**src/hw/rtl/cabe_pkg.sv**
```systemverilog
`timescale 1ns / 1ps
// ----------------------------------------------------------------------------
// cabe_pkg
// Shared types and constants of the cell attribute byte encoder.
// ----------------------------------------------------------------------------
package cabe_pkg;

  localparam int unsigned NPIX     = 6;
  localparam int unsigned PIX_W    = 3;
  localparam int unsigned BMP_W    = NPIX;
  localparam int unsigned BYTE_W   = 7;
  localparam int unsigned CNT_W    = 3;
  localparam int unsigned FIFO_DEPTH = 4;
  localparam int unsigned PTR_W    = $clog2(FIFO_DEPTH);
  localparam int unsigned FCNT_W   = $clog2(FIFO_DEPTH + 1);

  localparam logic [BYTE_W-1:0] BITMAP_BASE   = 7'd64;
  localparam logic [PIX_W-1:0]  DEFAULT_COLOR = 3'd7;

  localparam logic CFG_COLOR_MODE    = 1'b0;
  localparam logic CFG_LIT_THRESHOLD = 1'b1;

  typedef struct packed {
    logic             held_lit;
    logic             in_lit;
    logic [7:1]       in_hot;
  } lane_t;

  typedef struct packed {
    logic [BMP_W-1:0] held_bmp;
    logic [CNT_W-1:0] held_cnt;
    logic [BMP_W-1:0] in_bmp;
    logic [CNT_W-1:0] in_cnt;
    logic [PIX_W-1:0] in_dom;
  } merge_t;

  typedef struct packed {
    logic [BYTE_W-1:0] out_byte;
    logic              is_attribute;
    logic              last_of_run;
  } res_t;

endpackage

```
**src/hw/rtl/cabe_lane.sv**
```systemverilog
`timescale 1ns / 1ps
// ----------------------------------------------------------------------------
// cabe_lane
// Per-pixel lane: lit tests for held and incoming pixel, colour decode.
// ----------------------------------------------------------------------------
module cabe_lane
  import cabe_pkg::*;
(
  input  logic [PIX_W-1:0] held_pix_i,
  input  logic [PIX_W-1:0] in_pix_i,
  output lane_t            lane_o
);

  always_comb begin
    lane_o.held_lit = (held_pix_i != '0);
    lane_o.in_lit   = (in_pix_i != '0);
    for (int c = 1; c < 8; c++) begin
      lane_o.in_hot[c] = (in_pix_i == PIX_W'(c));
    end
  end

endmodule

```
**src/hw/rtl/cabe_merge.sv**
```systemverilog
`timescale 1ns / 1ps
// ----------------------------------------------------------------------------
// cabe_merge
// Combines lane results: bitmaps, lit counts and dominant lookahead colour.
// ----------------------------------------------------------------------------
module cabe_merge
  import cabe_pkg::*;
(
  input  lane_t  lanes_i [NPIX],
  output merge_t merge_o
);

  logic [CNT_W-1:0] hist [1:7];
  logic [CNT_W-1:0] best_n;
  logic [PIX_W-1:0] best;
  logic [CNT_W-1:0] held_cnt;
  logic [CNT_W-1:0] in_cnt;

  always_comb begin
    held_cnt = '0;
    in_cnt   = '0;
    for (int i = 0; i < NPIX; i++) begin
      merge_o.held_bmp[BMP_W-1-i] = lanes_i[i].held_lit;
      merge_o.in_bmp[BMP_W-1-i]   = lanes_i[i].in_lit;
      held_cnt = held_cnt + CNT_W'(lanes_i[i].held_lit);
      in_cnt   = in_cnt + CNT_W'(lanes_i[i].in_lit);
    end
    merge_o.held_cnt = held_cnt;
    merge_o.in_cnt   = in_cnt;
  end

  always_comb begin
    for (int c = 1; c < 8; c++) begin
      hist[c] = '0;
      for (int i = 0; i < NPIX; i++) begin
        hist[c] = hist[c] + CNT_W'(lanes_i[i].in_hot[c]);
      end
    end
  end

  // ties go to the higher colour
  always_comb begin
    best   = 3'd1;
    best_n = hist[1];
    for (int c = 2; c < 8; c++) begin
      if (hist[c] >= best_n) begin
        best   = PIX_W'(c);
        best_n = hist[c];
      end
    end
    merge_o.in_dom = best;
  end

endmodule

```
**src/hw/rtl/cabe_res_fifo.sv**
```systemverilog
`timescale 1ns / 1ps
// ----------------------------------------------------------------------------
// cabe_res_fifo
// Result queue taking up to two results per cycle, draining one per cycle while the output is ready.
// ----------------------------------------------------------------------------
module cabe_res_fifo
  import cabe_pkg::*;
(
  input  logic        clk_i,
  input  logic        rst_ni,
  input  logic [1:0]  push_n_i,
  input  res_t        push_d0_i,
  input  res_t        push_d1_i,
  output logic        space2_o,
  output logic        out_valid_o,
  input  logic        out_ready_i,
  output res_t        out_res_o
);

  res_t              mem_q [FIFO_DEPTH];
  logic [PTR_W-1:0]  wr_ptr_q, wr_ptr_d;
  logic [PTR_W-1:0]  rd_ptr_q, rd_ptr_d;
  logic [FCNT_W-1:0] count_q, count_d;
  logic              pop;
  logic [PTR_W-1:0]  wr_ptr_nx;

  assign pop         = out_valid_o && out_ready_i;
  assign out_valid_o = (count_q != '0);
  assign out_res_o   = mem_q[rd_ptr_q];
  assign space2_o    = (count_q <= FCNT_W'(FIFO_DEPTH - 2));
  assign wr_ptr_nx   = wr_ptr_q + PTR_W'(1);

  always_comb begin
    wr_ptr_d = wr_ptr_q + PTR_W'(push_n_i);
    rd_ptr_d = rd_ptr_q + PTR_W'(pop);
    count_d  = count_q + FCNT_W'(push_n_i) - FCNT_W'(pop);
  end

  always_ff @(posedge clk_i) begin
    if (push_n_i != 2'd0) begin
      mem_q[wr_ptr_q] <= push_d0_i;
    end
    if (push_n_i == 2'd2) begin
      mem_q[wr_ptr_nx] <= push_d1_i;
    end
  end

  always_ff @(posedge clk_i or negedge rst_ni) begin
    if (!rst_ni) begin
      wr_ptr_q <= '0;
      rd_ptr_q <= '0;
      count_q  <= '0;
    end else begin
      wr_ptr_q <= wr_ptr_d;
      rd_ptr_q <= rd_ptr_d;
      count_q  <= count_d;
    end
  end

  assert property (@(posedge clk_i) disable iff (!rst_ni)
    count_q <= FCNT_W'(FIFO_DEPTH))
    else $error("result queue overfilled");

  assert property (@(posedge clk_i) disable iff (!rst_ni)
    (push_n_i == 2'd0 && !pop) |=> $stable(count_q))
    else $error("queue level moved without transaction");

  assert property (@(posedge clk_i) disable iff (!rst_ni)
    (push_n_i != 2'd0) |-> (count_q + FCNT_W'(push_n_i) <= FCNT_W'(FIFO_DEPTH)))
    else $error("push beyond free space");

endmodule

```
**src/hw/rtl/cell_attribute_byte_encoder_top.sv**
```systemverilog
`timescale 1ns / 1ps
// ----------------------------------------------------------------------------
// cell_attribute_byte_encoder_top
// Six-pixel cell to screen byte encoder, mono bitmap or colour attributes.
// ----------------------------------------------------------------------------
// each result is written into the result queue when a cell is accepted and is offered from the queue head
// throughput: one cell per cycle while each cell gives at most one byte and the output is ready
// in colour mode a row-end cell with a held cell gives two bytes, limited by the one-byte
//   output port draining a four-entry result queue
// reset: mono mode, threshold 0, no held cell, current colour 7, queue empty
module cell_attribute_byte_encoder_top
  import cabe_pkg::*;
(
  input  logic              clk_i,
  input  logic              rst_ni,
  input  logic              cfg_we_i,
  input  logic              cfg_idx_i,
  input  logic [2:0]        cfg_wdata_i,
  input  logic              in_valid_i,
  output logic              in_ready_o,
  input  logic [PIX_W-1:0]  pixel_0_i,
  input  logic [PIX_W-1:0]  pixel_1_i,
  input  logic [PIX_W-1:0]  pixel_2_i,
  input  logic [PIX_W-1:0]  pixel_3_i,
  input  logic [PIX_W-1:0]  pixel_4_i,
  input  logic [PIX_W-1:0]  pixel_5_i,
  input  logic              row_end_i,
  output logic              out_valid_o,
  input  logic              out_ready_i,
  output logic [BYTE_W-1:0] out_byte_o,
  output logic              is_attribute_o,
  output logic              last_of_run_o
);

  logic              color_mode_q;
  logic [CNT_W-1:0]  lit_thr_q;
  logic [PIX_W-1:0]  held_q [NPIX];
  logic [PIX_W-1:0]  held_d [NPIX];
  logic              held_valid_q, held_valid_d;
  logic [PIX_W-1:0]  cur_color_q, cur_color_d;
  logic [PIX_W-1:0]  in_pix [NPIX];
  lane_t             lanes [NPIX];
  merge_t            mrg;
  logic              accept;
  logic              space2;
  logic [1:0]        push_n;
  res_t              push_d0, push_d1, first_res, second_res, out_res;
  logic [PIX_W-1:0]  cur_mid;

  assign in_pix[0] = pixel_0_i;
  assign in_pix[1] = pixel_1_i;
  assign in_pix[2] = pixel_2_i;
  assign in_pix[3] = pixel_3_i;
  assign in_pix[4] = pixel_4_i;
  assign in_pix[5] = pixel_5_i;

  assign in_ready_o = space2;
  assign accept     = in_valid_i && in_ready_o;

  for (genvar g = 0; g < NPIX; g++) begin : g_lane
    cabe_lane u_lane (
      .held_pix_i (held_q[g]),
      .in_pix_i   (in_pix[g]),
      .lane_o     (lanes[g])
    );
  end

  cabe_merge u_merge (
    .lanes_i (lanes),
    .merge_o (mrg)
  );

  // held cell with incoming cell as lookahead, then incoming cell at row end
  always_comb begin
    cur_mid = cur_color_q;
    if (held_valid_q && mrg.held_cnt < lit_thr_q && cur_color_q != mrg.in_dom) begin
      first_res.out_byte     = BYTE_W'(mrg.in_dom);
      first_res.is_attribute = 1'b1;
      cur_mid                = mrg.in_dom;
    end else begin
      first_res.out_byte     = BITMAP_BASE + BYTE_W'(mrg.held_bmp);
      first_res.is_attribute = 1'b0;
    end
    first_res.last_of_run = !row_end_i;
    if (mrg.in_cnt < lit_thr_q && cur_mid != DEFAULT_COLOR) begin
      second_res.out_byte     = BYTE_W'(DEFAULT_COLOR);
      second_res.is_attribute = 1'b1;
    end else begin
      second_res.out_byte     = BITMAP_BASE + BYTE_W'(mrg.in_bmp);
      second_res.is_attribute = 1'b0;
    end
    second_res.last_of_run = 1'b1;
  end

  always_comb begin
    push_n       = 2'd0;
    push_d0      = second_res;
    push_d1      = second_res;
    held_d       = held_q;
    held_valid_d = held_valid_q;
    cur_color_d  = cur_color_q;
    if (accept) begin
      if (!color_mode_q) begin
        push_n                = 2'd1;
        push_d0.out_byte      = BITMAP_BASE + BYTE_W'(mrg.in_bmp);
        push_d0.is_attribute  = 1'b0;
        push_d0.last_of_run   = 1'b1;
      end else begin
        if (held_valid_q) begin
          push_d0 = first_res;
        end
        push_n = 2'(held_valid_q) + 2'(row_end_i);
        if (row_end_i) begin
          for (int i = 0; i < NPIX; i++) begin
            held_d[i] = '0;
          end
          held_valid_d = 1'b0;
          cur_color_d  = DEFAULT_COLOR;
        end else begin
          held_d       = in_pix;
          held_valid_d = 1'b1;
          cur_color_d  = cur_mid;
        end
      end
    end
  end

  always_ff @(posedge clk_i or negedge rst_ni) begin
    if (!rst_ni) begin
      color_mode_q <= 1'b0;
      lit_thr_q    <= '0;
      held_valid_q <= 1'b0;
      cur_color_q  <= DEFAULT_COLOR;
      for (int i = 0; i < NPIX; i++) begin
        held_q[i] <= '0;
      end
    end else begin
      if (cfg_we_i) begin
        case (cfg_idx_i)
          CFG_COLOR_MODE:    color_mode_q <= cfg_wdata_i[0];
          CFG_LIT_THRESHOLD: lit_thr_q    <= cfg_wdata_i;
          default: ;
        endcase
      end
      held_valid_q <= held_valid_d;
      cur_color_q  <= cur_color_d;
      held_q       <= held_d;
    end
  end

  cabe_res_fifo u_fifo (
    .clk_i       (clk_i),
    .rst_ni      (rst_ni),
    .push_n_i    (push_n),
    .push_d0_i   (push_d0),
    .push_d1_i   (push_d1),
    .space2_o    (space2),
    .out_valid_o (out_valid_o),
    .out_ready_i (out_ready_i),
    .out_res_o   (out_res)
  );

  assign out_byte_o     = out_res.out_byte;
  assign is_attribute_o = out_res.is_attribute;
  assign last_of_run_o  = out_res.last_of_run;

  assert property (@(posedge clk_i) disable iff (!rst_ni)
    (accept && color_mode_q && row_end_i) |=>
      (!held_valid_q && cur_color_q == DEFAULT_COLOR))
    else $error("row end did not restart colour state");

  assert property (@(posedge clk_i) disable iff (!rst_ni)
    (accept && !color_mode_q) |=>
      ($stable(cur_color_q) && $stable(held_valid_q)))
    else $error("mono transaction disturbed colour state");

  assert property (@(posedge clk_i) disable iff (!rst_ni)
    (out_valid_o && is_attribute_o) |-> (out_byte_o != '0 && out_byte_o <= 7'd7))
    else $error("attribute byte out of colour range");

  assert property (@(posedge clk_i) disable iff (!rst_ni)
    (out_valid_o && !is_attribute_o) |-> out_byte_o[6])
    else $error("bitmap byte missing base offset");

  assert property (@(posedge clk_i) disable iff (!rst_ni)
    (lit_thr_q == '0) |-> (push_n == 2'd0 || !push_d0.is_attribute))
    else $error("attribute emitted with zero threshold");

endmodule
```
**config.mk**
```make
export PLATFORM = sky130hd
export DESIGN_NAME = cell_attribute_byte_encoder_top
export DESIGN_NICKNAME = d
export VERILOG_FILES = /design/src/hw/rtl/cabe_pkg.sv /design/src/hw/rtl/cabe_lane.sv /design/src/hw/rtl/cabe_merge.sv /design/src/hw/rtl/cabe_res_fifo.sv /design/src/hw/rtl/cell_attribute_byte_encoder_top.sv
export SDC_FILE = /design/constraint.sdc
export NUM_CORES = 1
export LEC_CHECK = 0
export BUFFER_PORTS_ARGS = -buffer_cell sky130_fd_sc_hd__buf_2
export CAP_MARGIN = 15
export CORE_MARGIN = 3
export CORE_UTILIZATION = 45
export CTS_CLUSTER_DIAMETER = 200
export DETAILED_ROUTE_END_ITERATION = 8
export PLACE_DENSITY = 0.67
export SETUP_SLACK_MARGIN = 0.2
export SLEW_MARGIN = 20
export SYNTH_ARGS = -nofsm -noshare
export SYNTH_HDL_FRONTEND = slang
export SYNTH_HIERARCHICAL = 1
export SYNTH_SLANG_ARGS = --single-unit
```
**constraint.sdc**
```tcl
create_clock -name clk_i -period 11.9 [get_ports clk_i]
set_input_delay 1.785 -clock clk_i [delete_from_list [all_inputs] [get_ports clk_i]]
set_output_delay 1.785 -clock clk_i [all_outputs]
set_load 0.005 [all_outputs]
```
==> run_results.csv <==
group,metric,value,unit
synthesis,ys.flop_type,"edfxtp_1",
synthesis,yosys_warnings,6,
synthesis,ys_async_sr_fraction,47.8,%
critical_path,crit_buf_inv,6,
routing,first_pass_iters,4,
place,dp_cells,761,
clocking,cts_root_buffer,"clkbuf_16",
layout,drive_gt1_share,39.9,%
pwr,power_frac_comb,58.9,%
routing,dr.first_iter.drc_count,204,
pwr,swShare,38.0,%
pwr,total_power,1.59,mW
critical_path,crit_top_cell,"nand2b_4",
routing,wire_per_inst,16.0,um
routing,wirelength,12600,um
place,gp_congestion,0.846,
pwr,powerDensity,227,mW/mm^2
synthesis,synth_edf_count,36,
grt,grt_overflow_total,0,
layout,final_util,57.4,%
synthesis,syn-cell-area,0.00572,mm^2
floorplanning,rows,40,
floorplanning,die_area,0.0141,mm^2
sta,period_minus_slack,11.51,ns
floorplanning,die_w,119,um
pwr,p_clk_share,15.9,%
grt,grt_usage,17.9,%
sta,rsz0062_at_grt,"yes",
clocking,numCtsBuffers,9,
critical_path,endpoint_kind,"flip-flop",
synthesis,synth_most_common_cell,"inv_1",
synthesis,seq_area_frac_synth,33.4,%
job,maxCapViolations,0,
synthesis,synth_area_leaders,"edfxtp_1 (19%), dfrtp_1 (13%), fa_1 (9.8%), ha_1 (6.8%), mux2_2 (6.1%)",
sta,fin_worst_skew,0.0114,ns
critical_path,slowest_delay,0.55,ns
sta,fin_tns_setup,0,ns
critical_path,required,11.97,ns
layout,area_growth,22.7,%
sta,fin_crit_sh,96.7,%
clocking,clock_sinks,69,
critical_path,crit_type,"input pin to flip-flop",
clocking,clk_latency,0.33,ns
clocking,cts_max_level,3,
floorplanning,core-area,0.0122,mm^2
clocking,clockBufferDepth,2,
floorplanning,die_h,119,um
pwr,peakVddDrop,0.117,mV
synthesis,syn_area_per_cell,10.6,um^2
floorplanning,num_io_pins,39,
critical_path,cp-start-kind,"input pin",
layout,nNetsFinal,704,
sta,fmax,0.0869,GHz
routing,vias,4191,
routing,viasPerCell,5.31,
synthesis,synth_cell_types,70,
run_status,outcome,"complete, no violations",
grt,grt_pass1_vias,4302,
grt,grt_max_degree,42,
sta,maxSlewHeadroom,32.8,%
floorplanning,initial_core_util,46.8,%
pwr,p_switching,0.605,mW
synthesis,netlist.area_leader.share,18.9,%
sta,setup_viol,0,
synthesis,synth-seq-cells,69,
critical_path,arrival,11.58,ns
routing,post-route-drc-count,0,
clocking,clk_pin_slew,0.05,ns
clocking,cts_tree,"yes",
synthesis,synth.top_cells.by_count,"inv_1 (71), nand2_1 (46), edfxtp_1 (36)",
layout,final_cells,790,
place,portBuffers,38,
critical_path,crit_fanout,7,
synthesis,postSynthCellCount,537,
critical_path,slowest_stage,"fa_1",
pwr,seqPwrFrac,25.2,%
sta,drv_slew,0,
grt,grt_pass1_wl,20600,um
min_path,hp-class,"flip-flop to flip-flop",
pwr,power.leakage,3.06,nW
routing,drtAntennaViolNets,0,
synthesis,synth_top_area_cell,"edfxtp_1",
sta,hold_violations,0,
layout,diodes,0,
layout,fin_area,0.00702,mm^2
place,placed_area,0.00629,mm^2
critical_path,critical-path-top-delay-family,"adder cells",
place,dp_hpwl,9500,um
pwr,internal_power,0.986,mW
grt,antenna_found_initial,0,
sta,tightest_slew,1.00,ns
## cell families (layout without fill, tap and decap cells)
family	count (synthesis)	in the layout	share of synthesized area [%]
and+or+nand+nor	158	158	16.9
buffers and inverters	99	181	7.70
other	1	4	0.0656
AOI/OAI and AO/OA	81	81	9.81
DFF	69	69	33.4
adders and majority gates	61	61	17.0
muxes	59	59	13.8
xor gates and xnor gates	9	9	1.38
## what timing repair did
action,CTS,global route
setup buffers,0,13
hold buffers,0,0
setup endpoints to repair,32,32
gates resized for setup,7,70
pin swaps,2,40
## layer usage
metal | global-route usage (%) | wire length (um) | up-vias
li1 | - | - | 2030
met1 | 21.4 | 5280 | 2080
met2 | 32.1 | 6860 | 66
met3 | 2.92 | 268 | 15
met4 | 7.02 | 214 | 0
met5 | 0 | 0 | -
## cells in the final DEF, fill, tap and decap left out, drive strengths merged, types with 5 or more instances in the layout
| master | netlist | layout |
|---|---|---|
| edfxtp | 36 | 36 |
| ha | 31 | 31 |
| clkbuf | 6 | 11 |
| nand2b | 7 | 7 |
| clkinv | 1 | 5 |
| mux2i | 9 | 9 |
| and3 | 8 | 8 |
| fa | 28 | 28 |
| or2 | 5 | 5 |
| inv | 71 | 72 |
| xnor2 | 8 | 8 |
| or3 | 16 | 16 |
| and3b | 18 | 18 |
| nor2b | 6 | 6 |
| nand2 | 46 | 46 |
| mux4 | 9 | 9 |
| mux2 | 41 | 41 |
| dfrtp | 30 | 30 |
| o21ai | 30 | 30 |
| buf | 21 | 93 |
| a21oi | 13 | 13 |
| nor2 | 18 | 18 |
| nor3b | 18 | 18 |
| and2 | 6 | 6 |
## sequential cells by signal, summed over array words and instances, names as in the netlist
| register | cells |
|---|---|
| cur_color_q | 3 |
| u_fifo/wr_ptr_q | 2 |
| held_q | 18 |
| u_fifo/rd_ptr_q | 2 |
| u_fifo/mem_q | 36 |
| u_fifo/count_q | 3 |
| color_mode_q | 1 |
| lit_thr_q | 3 |
| held_valid_q | 1 |
## path summary, 6_finish.rpt
path | startpoint | end | slack (ns) | cells after the start
hold / removal | held_q[11] | held_q[11] | 0.48 | 2
setup / recovery | pixel_4_i[1] | u_fifo/mem_q[3][3] | 0.39 | 47
setup reg to reg | held_q[1] | u_fifo/mem_q[2][3] | 7.21 | 15
min in group asynchronous | rst_ni | u_fifo/rd_ptr_q[0] | 1.51 | 1
hold reg to reg | held_q[11] | held_q[11] | 0.48 | 2
max in group asynchronous | rst_ni | lit_thr_q[1] | 9.91 | 1
## cell type report
| type | count | area [um^2] |
|---|---|---|
| flip-flops and latches | 69 | 1910 |
| fillers | 1058 | 5200 |
| multi-input cells | 372 | 3700 |
| clock inverters | 5 | 33.8 |
| clock buffers | 11 | 253 |
| inverters | 72 | 270 |
| well taps | 168 | 210 |
| repair buffers | 93 | 634 |
## stage by stage
stage,hold slack [ns],setup slack [ns]
global placement,0.457,-0.0458
CTS,0.477,0.228
detailed placement,0.464,-0.286
finish,0.475,0.393
global route,0.505,-0.0563
floorplan,0.442,0.207
## worst reg2reg max path, cell delays in order, from the launching register on
cell	delay (ns)
dfrtp_1	0.37
or3_1	0.44
fa_1	0.56
inv_1	0.05
fa_1	0.50
inv_1	0.05
ha_1	0.19
fa_1	0.48
ha_1	0.29
nand2_1	0.08
o2111ai_4	0.26
mux2i_1	0.34
nor2_1	0.07
buf_4	0.19
or2_1	0.28
mux2_2	0.29
## power by group through the flow
stage	combinational [mW]	clock (mW)	sequential, mW
floorplan	0.628	0	0.369
global placement	0.785	0	0.401
detailed placement	0.811	0	0.406
CTS	0.823	0.257	0.402
global route	1.03	0.268	0.409
finish	0.938	0.253	0.400
(Power assumes the default switching activity.)
